==> config.mk <==
export PLATFORM = sky130hd
export DESIGN_NAME = uart_fifo_register_block
export DESIGN_NICKNAME = d
export VERILOG_FILES = /design/src/rtl/core/ufrb_pkg.sv /design/src/rtl/core/ufrb_ram.sv /design/src/rtl/core/ufrb_fifo.sv /design/src/rtl/core/ufrb_regs.sv /design/src/rtl/core/uart_fifo_register_block.sv
export VERILOG_INCLUDE_DIRS = /design/src /design/src/rtl/core
export SDC_FILE = /design/constraint.sdc
export NUM_CORES = 1
export LEC_CHECK = 0
export BUFFER_PORTS_ARGS = -buffer_cell sky130_fd_sc_hd__buf_2
export CAP_MARGIN = 25
export CORE_MARGIN = 4
export CORE_UTILIZATION = 31
export DETAILED_ROUTE_END_ITERATION = 16
export PLACE_DENSITY_LB_ADDON = 0.05
export SYNTH_ARGS = -nofsm -noshare
export SYNTH_HDL_FRONTEND = slang
export SYNTH_SLANG_ARGS = --single-unit
export TNS_END_PERCENT = 20
==> constraint.sdc <==
create_clock -name clk -period 8.6 [get_ports clk]
set_input_delay 1.72 -clock clk [delete_from_list [all_inputs] [get_ports clk]]
set_output_delay 1.72 -clock clk [all_outputs]
set_load 0.02 [all_outputs]
==> src/rtl/core/uart_fifo_register_block_macros.svh <==
// ----------------------------------------------------------------------------
// Assertion macros shared by the UART FIFO register block
// Same-cycle and next-cycle implication checks, gated off during reset.
// ----------------------------------------------------------------------------
`ifndef UART_FIFO_REGISTER_BLOCK_MACROS_SVH
`define UART_FIFO_REGISTER_BLOCK_MACROS_SVH

// Consequent must hold in the same cycle as the antecedent
`define UFRB_ASSERT_NOW(label, clk, rst_n, ante, cons) \
    label: assert property (@(posedge clk) disable iff (!rst_n) (ante) |-> (cons)) \
        else $error("ufrb check failed");

// Consequent must hold in the cycle after the antecedent
`define UFRB_ASSERT_NEXT(label, clk, rst_n, ante, cons) \
    label: assert property (@(posedge clk) disable iff (!rst_n) (ante) |=> (cons)) \
        else $error("ufrb check failed");

`endif

==> src/rtl/core/ufrb_pkg.sv <==
// ----------------------------------------------------------------------------
// ufrb_pkg
// Shared codes, constants and types of the UART FIFO register block.
// ----------------------------------------------------------------------------
`default_nettype none

package ufrb_pkg;

    localparam int FIFO_DEPTH_DEF = 32;
    localparam int WORD_W         = 32;
    localparam int BYTE_W         = 8;
    localparam int BAUD_MOD_W     = 16;

    // transaction kinds
    localparam logic [1:0] REQ_READ  = 2'd0;
    localparam logic [1:0] REQ_WRITE = 2'd1;
    localparam logic [1:0] REQ_LINE  = 2'd2;
    localparam logic [1:0] REQ_SLOT  = 2'd3;

    // register indexes
    localparam logic [2:0] REG_CTRL = 3'd0;
    localparam logic [2:0] REG_STAT = 3'd1;
    localparam logic [2:0] REG_DATA = 3'd2;
    localparam logic [2:0] REG_RXTH = 3'd3;
    localparam logic [2:0] REG_TXTH = 3'd4;
    localparam logic [2:0] REG_CTS  = 3'd5;
    localparam logic [2:0] REG_BAUD = 3'd6;

    // status codes
    localparam logic [2:0] ST_OK          = 3'd0;
    localparam logic [2:0] ST_RX_EMPTY    = 3'd1;
    localparam logic [2:0] ST_TX_FULL     = 3'd2;
    localparam logic [2:0] ST_READ_ONLY   = 3'd3;
    localparam logic [2:0] ST_RX_DISABLED = 3'd4;
    localparam logic [2:0] ST_BAD_VALUE   = 3'd5;
    localparam logic [2:0] ST_RX_OVERFLOW = 3'd6;

    // control register bit positions
    localparam int CTRL_TXE_BIT  = 0;
    localparam int CTRL_RXE_BIT  = 1;
    localparam int CTRL_MTXR_BIT = 13;
    localparam int CTRL_MRXR_BIT = 14;

    typedef struct packed {
        logic push;
        logic pop;
    } fifo_op_t;

    typedef struct packed {
        logic              txe;
        logic              rxe;
        logic              mtxr;
        logic              mrxr;
        logic [WORD_W-1:0] rx_thresh;
        logic [WORD_W-1:0] tx_thresh;
    } reg_ctrl_t;

endpackage

`default_nettype wire

==> src/rtl/core/ufrb_ram.sv <==
// ----------------------------------------------------------------------------
// ufrb_ram
// Generic single-write, single-read RAM with registered read data.
// ----------------------------------------------------------------------------
`default_nettype none

module ufrb_ram #(
    parameter int WIDTH = 8,
    parameter int DEPTH = 32
) (
    input  wire logic                     clk,
    input  wire logic                     we,
    input  wire logic [$clog2(DEPTH)-1:0] waddr,
    input  wire logic [WIDTH-1:0]         wdata,
    input  wire logic [$clog2(DEPTH)-1:0] raddr,
    output logic      [WIDTH-1:0]         rdata
);

    logic [WIDTH-1:0] mem [DEPTH];

    always_ff @(posedge clk)
    begin
        if (we)
        begin
            mem[waddr] <= wdata;
        end
        rdata <= mem[raddr];
    end

endmodule

`default_nettype wire

==> src/rtl/core/ufrb_fifo.sv <==
// ----------------------------------------------------------------------------
// ufrb_fifo
// Byte FIFO: head pointer and fill count around a RAM with registered read.
// ----------------------------------------------------------------------------
`default_nettype none

`include "uart_fifo_register_block_macros.svh"

module ufrb_fifo #(
    parameter int FIFO_DEPTH = ufrb_pkg::FIFO_DEPTH_DEF
) (
    input  wire logic                              clk,
    input  wire logic                              rst_n,
    input  wire ufrb_pkg::fifo_op_t                op,
    input  wire logic [ufrb_pkg::BYTE_W-1:0]       wdata,
    output logic      [$clog2(FIFO_DEPTH+1)-1:0]   count,
    output logic      [ufrb_pkg::BYTE_W-1:0]       rdata
);

    localparam int AW = $clog2(FIFO_DEPTH);
    localparam int CW = $clog2(FIFO_DEPTH + 1);

    logic [AW-1:0] head_reg;
    logic [AW-1:0] head_next;
    logic [CW-1:0] count_reg;
    logic [CW-1:0] count_next;
    logic [AW:0]   tail_sum;
    logic [AW-1:0] tail_addr;

    // tail = (head + count) wrapped once
    assign tail_sum  = {1'b0, head_reg} + (AW+1)'(count_reg);
    assign tail_addr = (tail_sum >= (AW+1)'(FIFO_DEPTH))
                     ? AW'(tail_sum - (AW+1)'(FIFO_DEPTH))
                     : tail_sum[AW-1:0];

    always_comb
    begin
        head_next  = head_reg;
        count_next = count_reg;
        if (op.pop)
        begin
            head_next  = (head_reg == AW'(FIFO_DEPTH - 1)) ? '0 : head_reg + 1'b1;
            count_next = count_reg - 1'b1;
        end
        else if (op.push)
        begin
            count_next = count_reg + 1'b1;
        end
    end

    always_ff @(posedge clk or negedge rst_n)
    begin
        if (!rst_n)
        begin
            head_reg  <= '0;
            count_reg <= '0;
        end
        else
        begin
            head_reg  <= head_next;
            count_reg <= count_next;
        end
    end

    // read address is always the head: the popped byte is on rdata in the cycle after the pop
    ufrb_ram #(
        .WIDTH (ufrb_pkg::BYTE_W),
        .DEPTH (FIFO_DEPTH)
    ) u_ram (
        .clk   (clk),
        .we    (op.push),
        .waddr (tail_addr),
        .wdata (wdata),
        .raddr (head_reg),
        .rdata (rdata)
    );

    assign count = count_reg;

    `UFRB_ASSERT_NOW(a_no_push_full, clk, rst_n, op.push, count_reg != CW'(FIFO_DEPTH))
    `UFRB_ASSERT_NOW(a_no_pop_empty, clk, rst_n, op.pop, count_reg != '0)
    `UFRB_ASSERT_NOW(a_single_op, clk, rst_n, op.push, !op.pop)
    `UFRB_ASSERT_NOW(a_count_bound, clk, rst_n, 1'b1, count_reg <= CW'(FIFO_DEPTH))

endmodule

`default_nettype wire

==> src/rtl/core/ufrb_regs.sv <==
// ----------------------------------------------------------------------------
// ufrb_regs
// Stored configuration registers: write, read-back mux and value checks.
// ----------------------------------------------------------------------------
`default_nettype none

module ufrb_regs #(
    parameter int FIFO_DEPTH = ufrb_pkg::FIFO_DEPTH_DEF
) (
    input  wire logic                          clk,
    input  wire logic                          rst_n,
    input  wire logic                          we,
    input  wire logic [2:0]                    index,
    input  wire logic [ufrb_pkg::WORD_W-1:0]   wdata,
    output ufrb_pkg::reg_ctrl_t                ctrl,
    output logic      [ufrb_pkg::WORD_W-1:0]   rdata,
    output logic                               bad
);

    logic [ufrb_pkg::WORD_W-1:0] ctrl_reg;
    logic [ufrb_pkg::WORD_W-1:0] rxth_reg;
    logic [ufrb_pkg::WORD_W-1:0] txth_reg;
    logic [ufrb_pkg::WORD_W-1:0] cts_reg;
    logic [ufrb_pkg::WORD_W-1:0] baud_reg;

    always_ff @(posedge clk or negedge rst_n)
    begin
        if (!rst_n)
        begin
            ctrl_reg <= '0;
            rxth_reg <= '0;
            txth_reg <= '0;
            cts_reg  <= '0;
            baud_reg <= '0;
        end
        else if (we)
        begin
            unique case (index)
                ufrb_pkg::REG_CTRL: ctrl_reg <= wdata;
                ufrb_pkg::REG_RXTH: rxth_reg <= wdata;
                ufrb_pkg::REG_TXTH: txth_reg <= wdata;
                ufrb_pkg::REG_CTS:  cts_reg  <= wdata;
                ufrb_pkg::REG_BAUD: baud_reg <= wdata;
                default:            ;
            endcase
        end
    end

    always_comb
    begin
        unique case (index)
            ufrb_pkg::REG_CTRL: rdata = ctrl_reg;
            ufrb_pkg::REG_CTS:  rdata = cts_reg;
            ufrb_pkg::REG_BAUD: rdata = baud_reg;
            default:            rdata = '0;
        endcase
    end

    // thresholds beyond the last slot, or a zero baud divisor, are flagged
    always_comb
    begin
        unique case (index) inside
            ufrb_pkg::REG_RXTH, ufrb_pkg::REG_TXTH:
                bad = wdata > ufrb_pkg::WORD_W'(FIFO_DEPTH - 1);
            ufrb_pkg::REG_BAUD:
                bad = wdata[ufrb_pkg::BAUD_MOD_W-1:0] == '0;
            default:
                bad = 1'b0;
        endcase
    end

    assign ctrl.txe       = ctrl_reg[ufrb_pkg::CTRL_TXE_BIT];
    assign ctrl.rxe       = ctrl_reg[ufrb_pkg::CTRL_RXE_BIT];
    assign ctrl.mtxr      = ctrl_reg[ufrb_pkg::CTRL_MTXR_BIT];
    assign ctrl.mrxr      = ctrl_reg[ufrb_pkg::CTRL_MRXR_BIT];
    assign ctrl.rx_thresh = rxth_reg;
    assign ctrl.tx_thresh = txth_reg;

endmodule

`default_nettype wire

==> src/rtl/core/uart_fifo_register_block.sv <==
// ----------------------------------------------------------------------------
// uart_fifo_register_block
// UART register block with receive and transmit byte FIFOs and interrupt.
// ----------------------------------------------------------------------------
// One transaction is taken at each rising edge with start high; busy is held
// low, so a transaction may be issued every cycle. Its result appears on the
// result ports with done high for one cycle, once it has passed the stage
// registers, which take the register and FIFO update, and then the output
// registers, which take the registered read of the FIFO RAM. The result
// cannot be held off, so sample it whenever done is high. The FIFO stores
// need no initialisation; the block is usable directly after reset.
`default_nettype none

`include "uart_fifo_register_block_macros.svh"

module uart_fifo_register_block #(
    parameter int FIFO_DEPTH = ufrb_pkg::FIFO_DEPTH_DEF
) (
    input  wire logic                            clk,
    input  wire logic                            rst_n,
    input  wire logic                            start,
    output logic                                 busy,
    input  wire logic [1:0]                      req_type,
    input  wire logic [2:0]                      reg_index,
    input  wire logic [ufrb_pkg::WORD_W-1:0]     write_data,
    input  wire logic [ufrb_pkg::BYTE_W-1:0]     line_byte,
    output logic                                 done,
    output logic      [ufrb_pkg::WORD_W-1:0]     read_data,
    output logic                                 tx_valid,
    output logic      [ufrb_pkg::BYTE_W-1:0]     tx_byte,
    output logic                                 irq,
    output logic      [2:0]                      status_code
);

    localparam int CW = $clog2(FIFO_DEPTH + 1);

    logic                          accept;
    ufrb_pkg::fifo_op_t            rx_op;
    ufrb_pkg::fifo_op_t            tx_op;
    logic [CW-1:0]                 rx_count;
    logic [CW-1:0]                 tx_count;
    logic [CW-1:0]                 tx_free;
    logic [ufrb_pkg::BYTE_W-1:0]   rx_rdata;
    logic [ufrb_pkg::BYTE_W-1:0]   tx_rdata;
    ufrb_pkg::reg_ctrl_t           ctrl;
    logic [ufrb_pkg::WORD_W-1:0]   reg_rdata;
    logic                          reg_bad;
    logic                          reg_we;
    logic                          irq_level;

    logic                          stage_valid_reg;
    logic [ufrb_pkg::WORD_W-1:0]   stage_rd_reg;
    logic [ufrb_pkg::WORD_W-1:0]   stage_rd_next;
    logic                          stage_rd_ram_reg;
    logic                          stage_rd_ram_next;
    logic                          stage_txv_reg;
    logic                          stage_txv_next;
    logic [2:0]                    stage_st_reg;
    logic [2:0]                    stage_st_next;

    logic                          done_reg;
    logic [ufrb_pkg::WORD_W-1:0]   read_data_reg;
    logic                          tx_valid_reg;
    logic [ufrb_pkg::BYTE_W-1:0]   tx_byte_reg;
    logic                          irq_reg;
    logic [2:0]                    status_reg;

    assign busy    = 1'b0;
    assign accept  = start && !busy;
    assign tx_free = CW'(FIFO_DEPTH) - tx_count;

    ufrb_fifo #(
        .FIFO_DEPTH (FIFO_DEPTH)
    ) u_rx_fifo (
        .clk   (clk),
        .rst_n (rst_n),
        .op    (rx_op),
        .wdata (line_byte),
        .count (rx_count),
        .rdata (rx_rdata)
    );

    ufrb_fifo #(
        .FIFO_DEPTH (FIFO_DEPTH)
    ) u_tx_fifo (
        .clk   (clk),
        .rst_n (rst_n),
        .op    (tx_op),
        .wdata (write_data[ufrb_pkg::BYTE_W-1:0]),
        .count (tx_count),
        .rdata (tx_rdata)
    );

    ufrb_regs #(
        .FIFO_DEPTH (FIFO_DEPTH)
    ) u_regs (
        .clk   (clk),
        .rst_n (rst_n),
        .we    (reg_we),
        .index (reg_index),
        .wdata (write_data),
        .ctrl  (ctrl),
        .rdata (reg_rdata),
        .bad   (reg_bad)
    );

    // decode the transaction and drive the FIFO and register updates
    always_comb
    begin
        rx_op             = '0;
        tx_op             = '0;
        reg_we            = 1'b0;
        stage_rd_next     = '0;
        stage_rd_ram_next = 1'b0;
        stage_txv_next    = 1'b0;
        stage_st_next     = ufrb_pkg::ST_OK;
        if (accept)
        begin
            unique case (req_type)
                ufrb_pkg::REQ_READ:
                begin
                    unique case (reg_index)
                        ufrb_pkg::REG_DATA:
                        begin
                            if (rx_count != '0)
                            begin
                                rx_op.pop         = 1'b1;
                                stage_rd_ram_next = 1'b1;
                            end
                            else
                            begin
                                stage_st_next = ufrb_pkg::ST_RX_EMPTY;
                            end
                        end
                        ufrb_pkg::REG_RXTH: stage_rd_next = ufrb_pkg::WORD_W'(rx_count);
                        ufrb_pkg::REG_TXTH: stage_rd_next = ufrb_pkg::WORD_W'(tx_free);
                        default:            stage_rd_next = reg_rdata;
                    endcase
                end
                ufrb_pkg::REQ_WRITE:
                begin
                    unique case (reg_index) inside
                        ufrb_pkg::REG_STAT:
                            stage_st_next = ufrb_pkg::ST_READ_ONLY;
                        ufrb_pkg::REG_DATA:
                        begin
                            if (tx_count != CW'(FIFO_DEPTH))
                            begin
                                tx_op.push = 1'b1;
                            end
                            else
                            begin
                                stage_st_next = ufrb_pkg::ST_TX_FULL;
                            end
                        end
                        ufrb_pkg::REG_CTRL, ufrb_pkg::REG_RXTH, ufrb_pkg::REG_TXTH,
                        ufrb_pkg::REG_CTS, ufrb_pkg::REG_BAUD:
                        begin
                            reg_we = 1'b1;
                            if (reg_bad)
                            begin
                                stage_st_next = ufrb_pkg::ST_BAD_VALUE;
                            end
                        end
                        default: ;
                    endcase
                end
                ufrb_pkg::REQ_LINE:
                begin
                    if (!ctrl.rxe)
                    begin
                        stage_st_next = ufrb_pkg::ST_RX_DISABLED;
                    end
                    else if (rx_count == CW'(FIFO_DEPTH))
                    begin
                        stage_st_next = ufrb_pkg::ST_RX_OVERFLOW;
                    end
                    else
                    begin
                        rx_op.push = 1'b1;
                    end
                end
                ufrb_pkg::REQ_SLOT:
                begin
                    if (ctrl.txe && tx_count != '0)
                    begin
                        tx_op.pop      = 1'b1;
                        stage_txv_next = 1'b1;
                    end
                end
                default: ;
            endcase
        end
    end

    always_ff @(posedge clk or negedge rst_n)
    begin
        if (!rst_n)
        begin
            stage_valid_reg <= 1'b0;
        end
        else
        begin
            stage_valid_reg <= accept;
        end
    end

    always_ff @(posedge clk)
    begin
        stage_rd_reg     <= stage_rd_next;
        stage_rd_ram_reg <= stage_rd_ram_next;
        stage_txv_reg    <= stage_txv_next;
        stage_st_reg     <= stage_st_next;
    end

    // state now holds the result of the staged transaction: evaluate the interrupt
    assign irq_level = (ctrl.mtxr && ufrb_pkg::WORD_W'(tx_free) >= ctrl.tx_thresh)
                    || (ctrl.mrxr && ufrb_pkg::WORD_W'(rx_count) >= ctrl.rx_thresh);

    always_ff @(posedge clk or negedge rst_n)
    begin
        if (!rst_n)
        begin
            done_reg <= 1'b0;
        end
        else
        begin
            done_reg <= stage_valid_reg;
        end
    end

    always_ff @(posedge clk)
    begin
        read_data_reg <= stage_rd_ram_reg ? ufrb_pkg::WORD_W'(rx_rdata) : stage_rd_reg;
        tx_valid_reg  <= stage_txv_reg;
        tx_byte_reg   <= stage_txv_reg ? tx_rdata : '0;
        irq_reg       <= irq_level;
        status_reg    <= stage_st_reg;
    end

    assign done        = done_reg;
    assign read_data   = read_data_reg;
    assign tx_valid    = tx_valid_reg;
    assign tx_byte     = tx_byte_reg;
    assign irq         = irq_reg;
    assign status_code = status_reg;

    `UFRB_ASSERT_NEXT(a_stage_follows_start, clk, rst_n, accept, stage_valid_reg)
    `UFRB_ASSERT_NEXT(a_done_follows_stage, clk, rst_n, stage_valid_reg, done_reg)
    `UFRB_ASSERT_NOW(a_tx_ok_status, clk, rst_n, done_reg && tx_valid_reg,
        status_reg == ufrb_pkg::ST_OK)
    `UFRB_ASSERT_NOW(a_one_fifo_op, clk, rst_n, rx_op.push || rx_op.pop,
        !tx_op.push && !tx_op.pop)

endmodule

`default_nettype wire

## Word level (Yosys, flattened, before mapping)

Memories as Yosys holds them, arrays and structs flattened. A register that Yosys moved wholly into a read port is not among the register bits.
Index checks and enable logic that the tools add are counted.

- Output and inout bits: 47
- Word-level logic and storage cells: 111
- Memory bits (writable): 512
- Memories: 2
- Flip-flop bits (word level): 266

Memory list:

| name | words | bits a word | read ports | clocked after Yosys merged registers in | write ports | RTL line | RTL |
|---|---|---|---|---|---|---|---|
| u_rx_fifo.u_ram.mem | 32 | 8 | 1 | 1 | 1 | ufrb_ram.sv:19 | `logic [WIDTH-1:0] mem [DEPTH];` |
| u_tx_fifo.u_ram.mem | 32 | 8 | 1 | 1 | 1 | ufrb_ram.sv:19 |  |

- Order comparisons: 5
- Equality and inequality tests: 13
- Reduce and logical (&&, ||, !) cells: 19
- Multiplexer cells: 40
- Add/sub/neg operators: 11

Operator list:

| operator | number |
|---|---|
| $pmux 32 s3 | 2 |
| $ge 6x32->1 | 2 |
| $gt 32x5->1 const B | 1 |
| $mux 6 | 4 |
| $mux 1 | 20 |
| $mux 5 | 4 |
| $pmux 3 s3 | 2 |
| $logic_not 16->1 | 1 |
| $add 5x6->6 | 2 |
| $add 6x1->6 const B | 2 |
| $ge 6x6->1 const B | 2 |
| $reduce_and 2->1 | 6 |
| $reduce_bool 6->1 | 2 |
| $sub 6x1->6 const B | 2 |
| $add 5x1->5 const B | 2 |
| $eq 5x5->1 const B | 2 |
| $sub 5x1->5 const B | 2 |
| $eq 3x3->1 const B | 3 |
| $mux 3 | 3 |
| $mux 8 | 1 |
| $eq 3x2->1 const B | 2 |
| $eq 6x6->1 const B | 1 |
| $mux 2 | 3 |
| $ne 6x6->1 const B | 1 |
| 12 further kinds | 16 |

## Depth between registers and ports, before layout

- Word-level depth: 7
- Gate-level depth with buffers: 10
- Mapped depth without buffers: 10

## Modules after synthesis

Synthesis repeated with hierarchy kept, for this count alone.

- Cell total of the unflattened synthesis: 1,761
- Area total of the unflattened synthesis: 31,660.4 um^2

Modules (own cells, without submodules):

| module | cells each | times used | area each (um^2) |
|---|---|---|---|
| ufrb_ram | 417 | 2 | 10,053.4 |
| ufrb_regs | 446 | 1 | 6,774.0 |
| uart_fifo_register_block | 311 | 1 | 3,173.0 |
| ufrb_fifo | 85 | 2 | 803.3 |

## Least setup slack after synthesis

No wires, ideal clock.

- Path type: input to register
- Start point: input port reg_index[0]
- End point: memory u_tx_fifo.u_ram.mem[0][0], enable pin
- Library setup time: 395 ps
- Slack: 4,544 ps
- Cell stages on the path: 6
- Buffers on the path: 2
- Data arrival time: 3,661 ps
- Required time: 8,205 ps
- Cells stage by stage: buf_2 -> nand2b_1 -> a211o_1 -> or3_1 -> buf_2 -> nor4_1

- Word-level cells in the longest chain between the ends: 6

Ends and longest elaborated chain:

| item | RTL line | RTL |
|---|---|---|
| start: declaration | uart_fifo_register_block.sv:24 | `input wire logic [2:0] reg_index,` |
| $eq 3x2->1 | - |  |
| $mux 1 | uart_fifo_register_block.sv:142 | `unique case (reg_index) inside` |
| $mux 1 | uart_fifo_register_block.sv:119 | `unique case (req_type)` |
| $mux 2 | uart_fifo_register_block.sv:117 | `if (accept)` |
| $mux 1 | ufrb_ram.sv:23 | `if (we)` |
| $mux 1 (not written as such) | ufrb_ram.sv:25 | `mem[waddr] <= wdata;` |
| end: declaration | ufrb_ram.sv:19 |  |

Every way passes these cells.

## Worst setup path after layout

- Start point: input port reg_index[2]
- End point: memory u_tx_fifo.u_ram.mem[11][3], enable pin

Same word-level chain as after synthesis.

==> results list <==
- Result of the run: completed
* Number of instances in the synthesized netlist: 1929
- The floorplan step defined a die boundary enclosing 107100 µm².
* Mapped Nets: 2014
- Once the floorplan was initialized, standard cells occupied 31.43% of the core.
* Number of hold-repair buffers added at the cts stage: 0
- Arrival time reported for the critical path endpoint: 4800 ps
* DR iter-0 viols: 1105
* Capturing element type of the critical path: flop
* Final clock period utilization by the worst path: 52.83%
- The worst hold path belongs to the class flop to flop.
* Wire length of the first global-routing pass: 123.8 mm
- The clock net in this run drives a total of 794 sinks.
* Synthesis warning total: 0
- Detailed placement ended at an HPWL of 52.44 mm.
* IR Drop Worst-Case VDD: 0.0001540 V
- Largest clock skew in the final design: 16.28 ps
* Final count of hold timing violations: 0
- Library cell contributing the largest single delay on the critical path: nor3_1
* Global placement routability congestion: 0.7961
- Number of buffers on the longest clock path: 3
- The largest registers in the layout are u_rx_fifo.u_ram.mem: 256 flops, u_tx_fifo.u_ram.mem: 256 flops.
- Buffer cell driving the clock tree root: clkbuf_16
- Share of post-route cells with drive strength above 1: 25.74%
- For this run, design rule violations remaining after detail routing come to 0.
* Area of the core: 100600 µm²
- The synthesized netlist occupies a cell area of 31610 µm².
* RSZ-0062 raised after global routing: no
- Across every metal layer, demand over resource in global routing totals 15.50%.
- For this design the static power due to leakage is 13.51 nW.
- Clock tree from TritonCTS: built
- The critical path contains buffers and inverters numbering 2 combined.
- Num rows: 116
* Total congestion overflow: 0
- At the end of the flow, the number of nets in the layout was 2185.
- After clock tree synthesis, the clock-pin slew on the worst setup and hold paths is 60 ps.
- Worst slew slack as a fraction of its limit: 28.95%
- Post-synthesis async set-or-reset flop share: 23.17%
- Number of different library cells in the post-synthesis netlist: 67
- Signed area change from the synthesized netlist to the final layout: 17.03%
* Avg Vias per Cell: 4.937
- The number of pins with negative max-slew slack in the final report is 0.
* Number of enable-type register cells in the synthesized netlist: 512
- Post-route ant nets: 0
* Areal power density over the cells: 268.8 nW/µm²
* I/O pins: 95
- In this design, the stage delay of the slowest critical-path cell is 970 ps.
- The setup path with the least slack is of type input port to flop.
- The number of global-route vias before repair came to 18160.
* Width of the die: 327.3 µm
- Post CTS Setup Buffer Count: 0
- Cells fill 36.78% of the core in the end.
* Synth Area per Inst: 16.39 µm²
* Final critical path time including I/O delays and setup: 4543 ps
* Total wire length after detailed routing: 83.53 mm
- Die Span Y: 327.3 µm
- Startpoint type of the worst setup path: input port
- Endpoint required time on the critical path: 8860 ps
* Setup-violating endpoint count in the final report: 0
* Clock buffer count from CTS: 89
- The first TritonRoute pass finished after 5 iterations.
* Transition at the pin with the smallest max-transition slack: 1057 ps
- H-tree levels: 3
- After synthesis the netlist holds a flip-flop and latch count of 794.
* Count of cells resized by post-cts repair: 0
* Achievable Freq: 0.2201 GHz
- Cell-by-cell trace of the critical path: buf_2, buf_4, nand4bb_1, a211oi_2, nand3_1, nor3_1
- In the final timing run, aggregate negative setup slack is 0 ps.
- Routed wire length per instance: 23.60 µm
- Entering global routing, the biggest net connects 118 pins.
- In this run the worst path has a maximum fanout of 41.
* Detailed-route via count: 17470
* Number of buffers inserted by port buffering: 93
* Number of antenna violations at the first check in global routing: 7
- Summing the sequential cell areas from Yosys gives 69.42% of the chip area.
* Clock network latency to the later pin of the worst-skew pair: 640 ps
- On the critical path the largest part of the delay comes from simple AND/OR/NAND/NOR gates.
- Post-synth top flop: edfxtp_1
* Max_cap viols: 0
-- metal layers --
metal | track usage (%) | wire, µm | vias up
li1 | - | - | 7923
met1 | 22.18 | 39450 | 9083
met2 | 24.59 | 38810 | 356
met3 | 2.626 | 3426 | 110
met4 | 3.899 | 1844 | 0
met5 | 0 | 0 | -
-- Yosys cell counts, types with 9 or more instances --
cell / number / area (µm²)
a21o_1: 9 / 67.56
a21oi_1: 9 / 45.04
a221oi_1: 16 / 140.1
a22o_1: 48 / 420.4
a22oi_1: 99 / 743.2
and2_1: 18 / 112.6
buf_1: 9 / 33.78
buf_2: 25 / 125.1
buf_4: 28 / 210.2
clkbuf_1: 43 / 161.4
dfrtp_1: 184 / 4604
dfxtp_1: 98 / 1962
edfxtp_1: 512 / 15370
ha_1: 33 / 412.9
inv_1: 24 / 90.09
mux2_1: 23 / 259.0
mux2_2: 140 / 1577
mux2i_1: 135 / 1351
mux4_2: 64 / 1441
nand2_1: 24 / 90.09
nand3_1: 64 / 320.3
nand3b_1: 9 / 67.56
nand4_1: 9 / 56.30
nor2_1: 49 / 183.9
nor2b_1: 35 / 219.0
nor3_1: 56 / 280.3
nor4_1: 33 / 206.5
o21ai_0: 19 / 95.09
xnor2_1: 12 / 105.1
-- power breakdown --
group / total (mW) / switching (mW) / internal [mW]
clock: 3.71 / 1.54 / 2.16
combinational: 1.71 / 0.971 / 0.742
sequential: 4.52 / 0.228 / 4.30
total: 9.94 / 2.74 / 7.20
-- path summary, 6_finish.rpt --
kind,cells past startpoint,from,endpoint,slack (ps)
setup / recovery,6,reg_index[2],u_tx_fifo.u_ram.mem[11][3],4060
hold / removal,0,stage_st_reg[2],status_code[2],330
setup reg to reg,7,u_tx_fifo.head_reg[0],u_tx_fifo.u_ram.mem[24][0],4440
hold reg to reg,0,stage_st_reg[2],status_code[2],330
max in group asynchronous,3,rst_n,u_regs.rxth_reg[20],6550
min in group asynchronous,1,rst_n,u_regs.baud_reg[16],1010
-- logic make-up (layout without fill, tap and decap cells) --
family	after synthesis	count (layout)	synth area share [%]
adders and majority gates	37	37	1.560
and+or+nand+nor	334	334	5.819
buffers and inverters	135	382	2.122
AOI/OAI and AO/OA	246	246	5.874
xor gates and xnor gates	20	20	0.5542
muxes	362	362	14.64
DFF	794	794	69.42
other	1	7	0.01186
-- cell usage in the layout, fill, tap and decap left out, drive strengths merged, types with 12 or more instances in the layout --
| cell | synthesis | routed |
|---|---|---|
| clkinv | 1 | 28 |
| and2 | 18 | 18 |
| ha | 33 | 33 |
| a22oi | 99 | 99 |
| nor4 | 34 | 34 |
| nor2 | 51 | 51 |
| mux4 | 64 | 64 |
| nand3 | 64 | 64 |
| nand2 | 24 | 24 |
| mux2 | 163 | 163 |
| buf | 65 | 183 |
| a221oi | 16 | 16 |
| dfrtp | 184 | 184 |
| a22o | 48 | 48 |
| nor2b | 35 | 35 |
| edfxtp | 512 | 512 |
| nor3 | 58 | 58 |
| xnor2 | 12 | 12 |
| dfxtp | 98 | 98 |
| clkbuf | 44 | 132 |
| mux2i | 135 | 135 |
| o21ai | 25 | 25 |
| inv | 25 | 34 |
-- through the flow --
| stage | instance area [µm²] | worst slack (ps) | hold slack [ps] | std cells | total power [mW] |
|---|---|---|---|---|---|
| global placement | 33830 | 3466 | 320.6 | 3340 | 6.301 |
| CTS | 36790 | 4133 | 335.5 | 3516 | 10.09 |
| finish | 36990 | 4057 | 333.9 | 3539 | 9.943 |
| detailed placement | 33930 | 3386 | 316.1 | 3349 | 6.322 |
| global route | 36980 | 3934 | 343.7 | 3534 | 10.41 |
| floorplan | 31610 | 4544 | 309.6 | 1929 | 5.723 |
-- cell type report --
cell class / instances / area [µm²]
Antenna cell: 6 / 15.01
Sequential cell: 794 / 21950
Inverter: 26 / 98.84
Clock buffer: 126 / 2509
Clock inverter: 41 / 355.3
Fill cell: 9463 / 63590
Timing Repair Buffer: 189 / 1277
Multi-Input combinational cell: 1000 / 9089
Tap cell: 1357 / 1698
-- worst register-to-register path, delay by kind of cell, from the launching register on --
family / cells / cell delay (ps)
xor gates and xnor gates: 1 / 730
buffers and inverters: 1 / 270
DFF: 1 / 730
and+or+nand+nor: 2 / 1010
adders and majority gates: 2 / 810
muxes: 1 / 240
Note: power is estimated with default switching activity, not from simulation.
